<file path="src/hw/rtl/rop_pkg.sv">
// Shared types and constants for the ray / oriented-box nearest pick block.
// No dependencies.
package rop_pkg;

   localparam int EPS_Q30 = 10737;
   localparam logic signed [48:0] T_LIMIT = 49'sd65536000000;
   localparam logic [47:0] T_SAT_MAG = 48'h8000_0000_0000;

   typedef enum logic [2:0] {
      CSR_RAY_ORIGIN_X = 3'd0,
      CSR_RAY_ORIGIN_Y = 3'd1,
      CSR_RAY_ORIGIN_Z = 3'd2,
      CSR_RAY_DIR_X    = 3'd3,
      CSR_RAY_DIR_Y    = 3'd4,
      CSR_RAY_DIR_Z    = 3'd5
   } csr_index_type;

   typedef enum logic [4:0] {
      ST_IDLE,
      ST_DIST_MUL,
      ST_DIST_ACC,
      ST_L2_MUL,
      ST_L2_ACC,
      ST_SQRT,
      ST_NORM_START,
      ST_NORM_WAIT,
      ST_NOM_MUL,
      ST_NOM_ACC,
      ST_DEN_MUL,
      ST_DEN_ACC,
      ST_SLAB_CHECK,
      ST_TDIV_START,
      ST_TDIV_WAIT,
      ST_SLAB_UPDATE,
      ST_FINISH
   } state_type;

   typedef struct packed {
      logic        start;
      logic [5:0]  count;
      logic [46:0] rem_init;
      logic [46:0] low;
      logic [46:0] divisor;
   } div_req_type;

   typedef struct packed {
      logic        busy;
      logic [46:0] quotient;
   } div_rsp_type;

endpackage

</file>
<file path="src/hw/rtl/rop_div.sv">
// Restoring divider, one quotient bit per cycle, shared by the pick sequencer.
// Depends on rop_pkg (request/response structs).
module rop_div import rop_pkg::*; (
   input  logic        clock,
   input  logic        reset,
   input  div_req_type req,
   output div_rsp_type rsp
);

   logic        busy_ff;
   logic [5:0]  cnt_ff;
   logic [46:0] rem_ff;
   logic [46:0] low_ff;
   logic [46:0] div_ff;
   logic [46:0] quo_ff;
   logic [47:0] cand;
   logic [48:0] diff;
   logic        qbit;

   assign cand = {rem_ff, low_ff[46]};
   assign diff = {1'b0, cand} - {2'b0, div_ff};
   assign qbit = ~diff[48];

   always_ff @(posedge clock) begin
      if (reset) begin
         busy_ff <= 1'b0;
         cnt_ff  <= '0;
      end else if (req.start) begin
         busy_ff <= 1'b1;
         cnt_ff  <= req.count;
      end else if (busy_ff) begin
         cnt_ff <= cnt_ff - 6'd1;
         if (cnt_ff == 6'd1) begin
            busy_ff <= 1'b0;
         end
      end
   end

   always_ff @(posedge clock) begin
      if (req.start) begin
         rem_ff <= req.rem_init;
         low_ff <= req.low;
         div_ff <= req.divisor;
         quo_ff <= '0;
      end else if (busy_ff) begin
         rem_ff <= qbit ? diff[46:0] : cand[46:0];
         low_ff <= {low_ff[45:0], 1'b0};
         quo_ff <= {quo_ff[45:0], qbit};
      end
   end

   assign rsp.busy     = busy_ff;
   assign rsp.quotient = quo_ff;

   property p_start_idle;
      @(posedge clock) disable iff (reset) req.start |-> !busy_ff;
   endproperty
   a_start_idle: assert property (p_start_idle) else $error("divider restarted while busy");

   property p_count_nonzero;
      @(posedge clock) disable iff (reset) req.start |-> req.count != 6'd0;
   endproperty
   a_count_nonzero: assert property (p_count_nonzero) else $error("divider started with no steps");

   property p_busy_ends;
      @(posedge clock) disable iff (reset) busy_ff && cnt_ff == 6'd1 |=> !busy_ff;
   endproperty
   a_busy_ends: assert property (p_busy_ends) else $error("divider overran its count");

endmodule

</file>
<file path="config.mk">
export PLATFORM = sky130hd
export DESIGN_NAME = rop_div
export DESIGN_NICKNAME = d
export VERILOG_FILES = /design/src/hw/rtl/rop_pkg.sv /design/src/hw/rtl/rop_div.sv
export SDC_FILE = /design/constraint.sdc
export NUM_CORES = 1
export LEC_CHECK = 0
export BUFFER_PORTS_ARGS = -buffer_cell sky130_fd_sc_hd__buf_2
export CAP_MARGIN = 10
export CORE_ASPECT_RATIO = 1.75
export CORE_MARGIN = 1
export CORE_UTILIZATION = 37
export CTS_CLUSTER_SIZE = 30
export DETAILED_ROUTE_END_ITERATION = 10
export PLACE_DENSITY_LB_ADDON = 0.2
export SLEW_MARGIN = 20
export SYNTH_ARGS = -nofsm -noshare
export SYNTH_HDL_FRONTEND = slang
export SYNTH_SLANG_ARGS = --single-unit
</file>
<file path="constraint.sdc">
create_clock -name clock -period 6.34 [get_ports clock]
set_input_delay 0 -clock clock [delete_from_list [all_inputs] [get_ports clock]]
set_output_delay 0 -clock clock [all_outputs]
set_load 0.05 [all_outputs]
</file>
==> flow_summary.toml, run 1 <==
[run_status]
outcome = "completed"

[setup_path]
critical_path_class = "reg -> reg"
worstReg2RegStart = "rem_ff[4]$_DFFE_PP_"
critPathRequiredTime_ns = 6.54
setup.worst_path.end = "rem_ff[14]$_DFFE_PP_"
startpoint_type = "register"
crit_start = "rem_ff[4]$_DFFE_PP_"
crit_arrival_ns = 4.37
r2r_end = "rem_ff[14]$_DFFE_PP_"
end_kind = "register"
rrSetupSlack_ns = 2.18
worstPathMaxFanout = 19
reg2regPathDepth = 12

[placed_design]
gp_congestion = 0.8641
hpwl_mm = 18.63
io_buffers = 197

[global_route]
grt_max_degree = 115
grt_usage_pct = 19.22
grt_overflow = 0
antenna_found_initial = 1
first_global_vias = 9011
grt_pass1_wl_mm = 43.54

[synth]
netlist_area_sq_mm = 0.01065
synth_ff_type = "edfxtp_1"
yosys_register_bits = 195
yosys_warnings = 0
syn_inst = 988
yosysSeqAreaShare_pct = 49.92
synth_nets = 1188
synth.distinct_cells = 62
post_synth.cell_area_avg_sq_um = 10.78
async_flop_share_pct = 0
synth_edf_count = 141

[power]
power_frac_seq_pct = 37.5
power_frac_comb_pct = 37.6
internal-power_mw = 2.878
ir_drop_mv = 0.2020
switchingPower_mw = 1.556
p_leak_nw = 5.875
p_per_area_mw_per_mm2 = 315.0
p_clk_share_pct = 24.9
p_sw_share_pct = 35.09

[sta]
slew_viol_final = 0
tightest_slew_ns = 1.070
whs_ns = 0.04925
setup_viol = 0
slew-limit-headroom_pct = 28.67
fmax_ghz = 0.2403
finalClockSkew_ns = 0.009642
finalHoldViolCount = 0
fin_crit_sh_pct = 65.64
finalCriticalPeriod_ns = 4.162
grt_setup_unrepaired = "no"
setup_tns_ns = 0

[cells_and_area]
drive_gt1_share_pct = 22.00
layout_common_cells = "buf_2, dlygate4sd3_1, edfxtp_1, nor2_1, nand2_1"
nets = 1514
areaGrowthSynthToFinish_pct = 32.25
final_common_cell = "buf_2"

[drt]
drt_wl_total_mm = 27.45
wl_per_cell_microns = 16.14
drc = 0
viasPerCell = 5.064
first_pass_iters = 5
first_iter_violations = 350
ant_nets = 0
dr_total_vias = 8614

[clocking]
cts_tree = "done"
cts_buffers = 17
h-tree-depth = 4
cts_sinks = 195
path_clk_slew_ns = 0.07
cts-root-buf = "clkbuf_16"
clockBufferDepth = 2
worstSkewPairLatency_ns = 0.45

[floorplanning]
core_sq_mm = 0.02807
fp.dieH_microns = 226.4
initial_core_util_pct = 37.92
die_w_microns = 130.2
die-area_sq_mm = 0.02948
num_io_pins = 198
num_rows = 81

[worst_hold_path]
hp-class = "in -> reg"
min_from = "req[147]"

[run]
cap_violations = 0
repair_timing:
item,in CTS,in global routing
gates resized for setup,0,0
buffers inserted,0,0
hold buffers,153,0
endpoints found under the hold margin,148,0
Yosys cell counts (all sizes together) (5+ instances only):
cell	count	area (sq um)
edfxtp	141	4234
nor2	95	356.6
nand2	77	289.0
a21oi	60	300.3
inv	60	225.2
dfxtp	54	1081
mux2i	51	510.5
mux2	50	563.0
ha	49	613.1
o21ai	46	230.2
clkbuf	30	112.6
o311ai	29	271.5
nand3b	27	202.7
xnor2	24	210.2
xor2	24	210.2
buf	21	113.9
nor2b	12	75.07
a221o	11	110.1
a21o	10	75.07
nand3	10	50.05
nor3	10	50.05
o21bai	9	67.56
nand4	8	50.05
o31ai	8	73.82
o211ai	7	57.55
a211oi	6	45.04
nand2b	6	37.54
a22oi	5	37.54
and2	5	31.28
and3b	5	43.79
nor4	5	31.28
layout make-up:
type	count	area (sq um)
clock buffers	17	425.4
inverters	60	225.2
multi-input cells	682	4893
well taps	373	466.7
flip-flops and latches	195	5316
fillers	2597	13990
diodes	1	2.502
clock inverters	15	155.1
repair buffers	358	2595
cell families (layout without fill, tap and decap cells):
family | Yosys count | in the layout | synth area share [%]
DFF | 195 | 195 | 49.92
muxes | 101 | 101 | 10.08
adders and majority gates | 50 | 50 | 5.947
AOI/OAI and AO/OA | 214 | 214 | 13.80
xor gates and xnor gates | 48 | 48 | 3.949
other | 0 | 1 | 0
buffers and inverters | 111 | 450 | 4.243
and+or+nand+nor | 269 | 269 | 12.06
critical path, cell delays in order (launching register included):
cell	delay [ns]
edfxtp_1	0.40
ha_1	0.40
a21o_1	0.22
or3_1	0.34
o211ai_2	0.14
nand2_1	0.16
o31ai_4	0.42
o311ai_4	0.16
a41oi_4	0.67
buf_8	0.24
buf_4	0.19
mux2_1	0.32
mux2_2	0.25
registers in the layout (all words and copies together) (netlist names):
register and flops:
rem_ff 47, div_ff 47, cnt_ff 6, quo_ff 47
low_ff 47, busy_ff 1
worst min-delay path by stage:
stage,end,slack (ns),depth (start not counted)
2_1_floorplan,busy_ff$_SDFF_PP0_,0.07,1
3_3_place_gp,div_ff[12]$_DFFE_PP_,0.18,1
3_5_place_dp,div_ff[6]$_DFFE_PP_,0.18,1
4_1_cts,quo_ff[34]$_SDFFE_PP0P_,0.003,2
5_1_grt,quo_ff[33]$_SDFFE_PP0P_,0.03,2
6_report,quo_ff[37]$_SDFFE_PP0P_,0.05,2
power by group through the flow:
stage	Clock, mW	Sequential, mW	Combinational, mW
after floorplan	0	1.67	1.21
after global placement	0	1.69	1.57
after detailed placement	0	1.69	1.58
after CTS	1.14	1.66	1.66
after global routing	1.18	1.68	1.85
final	1.10	1.66	1.67
metal layers:
| metal | GRT usage [%] | up-vias | part of all wire, % |
|---|---|---|---|
| met1 | 20.00 | 4079 | 39 |
| met4 | 10.17 | 0 | 3.6 |
| li1 | - | 4280 | - |
| met5 | 0 | - | 0 |
| met2 | 35.79 | 197 | 54 |
| met3 | 3.445 | 58 | 3.4 |
metrics by stage:
| step | util, % | power (mW) | setup WS, ns | instances | area, sq um |
|---|---|---|---|---|---|
| 2_1_floorplan | - | 2.871 | 3.115 | 988 | 10650 |
| 3_3_place_gp | 42.57 | 3.256 | 2.084 | 1514 | 11950 |
| 3_5_place_dp | 42.57 | 3.267 | 2.029 | 1514 | 11950 |
| 4_1_cts | 50.09 | 4.462 | 1.991 | 1699 | 14060 |
| 5_1_grt | 50.15 | 4.710 | 2.023 | 1701 | 14080 |
| 6_report | 50.15 | 4.435 | 2.178 | 1701 | 14080 |
(Power assumes the default switching activity.)
==> run 2: changes to the inputs <==
--- a/config.mk
+++ b/config.mk
@@ -5,6 +5,7 @@
 export SDC_FILE = /design/constraint.sdc
 export NUM_CORES = 1
 export LEC_CHECK = 0
+export ABC_AREA = 1
 export BUFFER_PORTS_ARGS = -buffer_cell sky130_fd_sc_hd__buf_2
 export CAP_MARGIN = 10
 export CORE_ASPECT_RATIO = 1.75
==> constraint.sdc (replaced) <==
create_clock -name clock -period 4.3 [get_ports clock]
set_input_delay 0 -clock clock [delete_from_list [all_inputs] [get_ports clock]]
set_output_delay 0 -clock clock [all_outputs]
set_load 0.05 [all_outputs]
==> flow_summary.toml, run 2 <==
[synth]
yosys-top-cells-area = "edfxtp_1, nand2_1, inv_1, dfxtp_1, ha_1"
post_synth.cell_area_avg_sq_um = 6.983
async_flop_share_pct = 0
syn_inst = 1770
synth_ff_type = "edfxtp_1"
yosysTopAreaCell = "edfxtp_1"
synthTopCellsByCount = "nand2_1, inv_1, edfxtp_1"
yosys_warnings = 0
synth_nets = 1970
yosysSeqAreaShare_pct = 43.00
synth_edf_count = 141
netlist_area_sq_mm = 0.01236
synth.distinct_cells = 41
synth.most_common_cell = "nand2_1"
yosys_register_bits = 195
yosys.area.top_type_share_pct = 34.26

[clocking]
clockBufferDepth = 2
cts_setup_buffers = 0
cts_sinks = 195
path_clk_slew_ns = 0.08
cts-root-buf = "clkbuf_16"
worstSkewPairLatency_ns = 0.47
h-tree-depth = 4
cts_tree = "done"
cts-resized-gates = 0
hold_buffers = 151
cts_buffers = 17

[run_status]
outcome = "completed"

[sta]
grt_setup_unrepaired = "no"
tightest_slew_ns = 0.8236
finalClockSkew_ns = 0.01772
slew-limit-headroom_pct = 45.09
fmax_ghz = 0.3333
slew_viol_final = 0
finalCriticalPeriod_ns = 3.000
setup_ws_ns = 1.300
setup_tns_ns = 0
setup_viol = 0
fin_crit_sh_pct = 69.77
finalHoldViolCount = 0

[floorplanning]
die-area_sq_mm = 0.03417
num_io_pins = 198
num_rows = 88
fp.dieH_microns = 243.8
die_w_microns = 140.2
initial_core_util_pct = 37.54
core_sq_mm = 0.03292

[cells_and_area]
layout_common_cells = "nand2_1, inv_1, buf_2, dlygate4sd3_1, edfxtp_1"
final_common_cell = "nand2_1"
nets = 2303
drive_gt1_share_pct = 12.38
fillers = 3389
areaGrowthSynthToFinish_pct = 28.51

[placed_design]
hpwl_mm = 31.81
io_buffers = 197
dp_worst_setup_slack_ns = 1.308
gp_congestion = 0.9936

[setup_path]
crit_top_cell = "nand2_1"
startpoint_type = "register"
crit_arrival_ns = 3.23
critPathRequiredTime_ns = 4.53
crit_slowest_cell = "edfxtp_1"
end_kind = "register"
critical_path_class = "reg -> reg"
cpPeakStageDelay_ns = 0.44
crit_chain = "inv_1 -> ha_1 -> fa_1 -> inv_1 -> nand2_1 -> nand2_1 -> nand3_1 -> nand2_1 -> nand2_1 -> nand2_2 -> nand2_4 -> nand3_4 -> buf_4 -> nand3_1 -> nand3_1 -> nand2_1"
worstPathMaxFanout = 32

[global_route]
grt_max_degree = 82
grt_usage_pct = 25.22
grt_pass1_wl_mm = 64.76
antenna_found_initial = 1
grt_overflow = 0
first_global_vias = 12321

[drt]
ant_nets = 0
drc = 0
wl_per_cell_microns = 16.63
dr_total_vias = 12036
drt_wl_total_mm = 41.95
viasPerCell = 4.772
first_iter_violations = 516
first_pass_iters = 5

[power]
p_per_area_mw_per_mm2 = 425.9
ir_drop_mv = 0.3079
p_leak_nw = 8.333

[worst_hold_path]
hp-class = "in -> reg"

[run]
cap_violations = 0
run 2: cell count changes in the layout (fill, tap and decap cells not counted), sizes merged, moves of 25 or more:
cell,change
nand3,+82
o311ai,-28
nand4,+37
inv,+333
nand2,+636
o21ai,-25
o22ai,+43
mux2,-50
nand3b,-25
mux2i,-51
a21oi,-32
run 2: layout make-up:
type                            instances  area (sq um)  area share (%)
Antenna cell                            1         2.502         0.01576
Clock buffer                           19         475.5           2.994
Clock inverter                         13         171.4           1.079
Inverter                              389          1463           9.209
Multi-Input combinational cell       1139          5351           33.69
Sequential cell                       195          5315           33.46
Tap cell                              405         506.7           3.190
Timing Repair Buffer                  361          2597           16.35
run 2: cell families after synthesis:
kind of cell	after synthesis	share of synthesized area [%]
adders and majority gates	50	5.123
xor gates and xnor gates	21	1.488
buffers and inverters	436	13.70
and+or+nand+nor	966	31.87
AOI/OAI and AO/OA	102	4.819
DFF	195	43.00
run 2: worst max-delay path, delay by kind of cell, from the launching register on:
family	cells	cell delay, ns
buf+inv	3	0.54
simple gates	11	1.11
flops	1	0.44
fa+ha+maj	2	0.65
run 2: metal layers:
layer	wire length, microns	vias to the layer above	GRT usage, %	part of all wire (%)
met5	0	-	0	0
met4	2849	0	17.84	6.8
met3	1307	109	3.243	3.1
met2	23540	312	50.57	56
met1	14250	5480	22.68	34
li1	-	6135	-	-
run 2: power breakdown:
part           internal (mW)  switching [mW]  leakage (nW)  total [mW]
Combinational          0.897            1.73          6.15        2.63
Sequential              2.27          0.0945          1.86        2.36
Clock                  0.932           0.839         0.321        1.77
Total                   4.10            2.67          8.33        6.76
run 2: per-stage QoR:
stage / power, mW / cell area [sq um] / std cells / hold WS, ns / utilization [%]
5_1_grt: 7.178 / 15880 / 2522 / 0.2462 / 48.24
6_report: 6.765 / 15880 / 2522 / 0.2444 / 48.24
3_5_place_dp: 4.926 / 13720 / 2338 / 0.1784 / 41.68
2_1_floorplan: 4.137 / 12360 / 1770 / 0.06941 / -
4_1_cts: 6.820 / 15880 / 2521 / 0.2287 / 48.24
3_3_place_gp: 4.914 / 13720 / 2338 / 0.1781 / 41.68
run 2: path summary, 6_finish.rpt:
kind | endpoint | slack, ns | startpoint | cells after the start
worst max-delay path | rem_ff[32]$_DFFE_PP_ | 1.30 | low_ff[46]$_DFFE_PP_ | 16
worst min-delay path | div_ff[3]$_DFFE_PP_ | 0.24 | req[3] | 2
worst max register to register | rem_ff[32]$_DFFE_PP_ | 1.30 | low_ff[46]$_DFFE_PP_ | 16
worst min register to register | quo_ff[46]$_SDFFE_PP0P_ | 0.48 | quo_ff[46]$_SDFFE_PP0P_ | 2
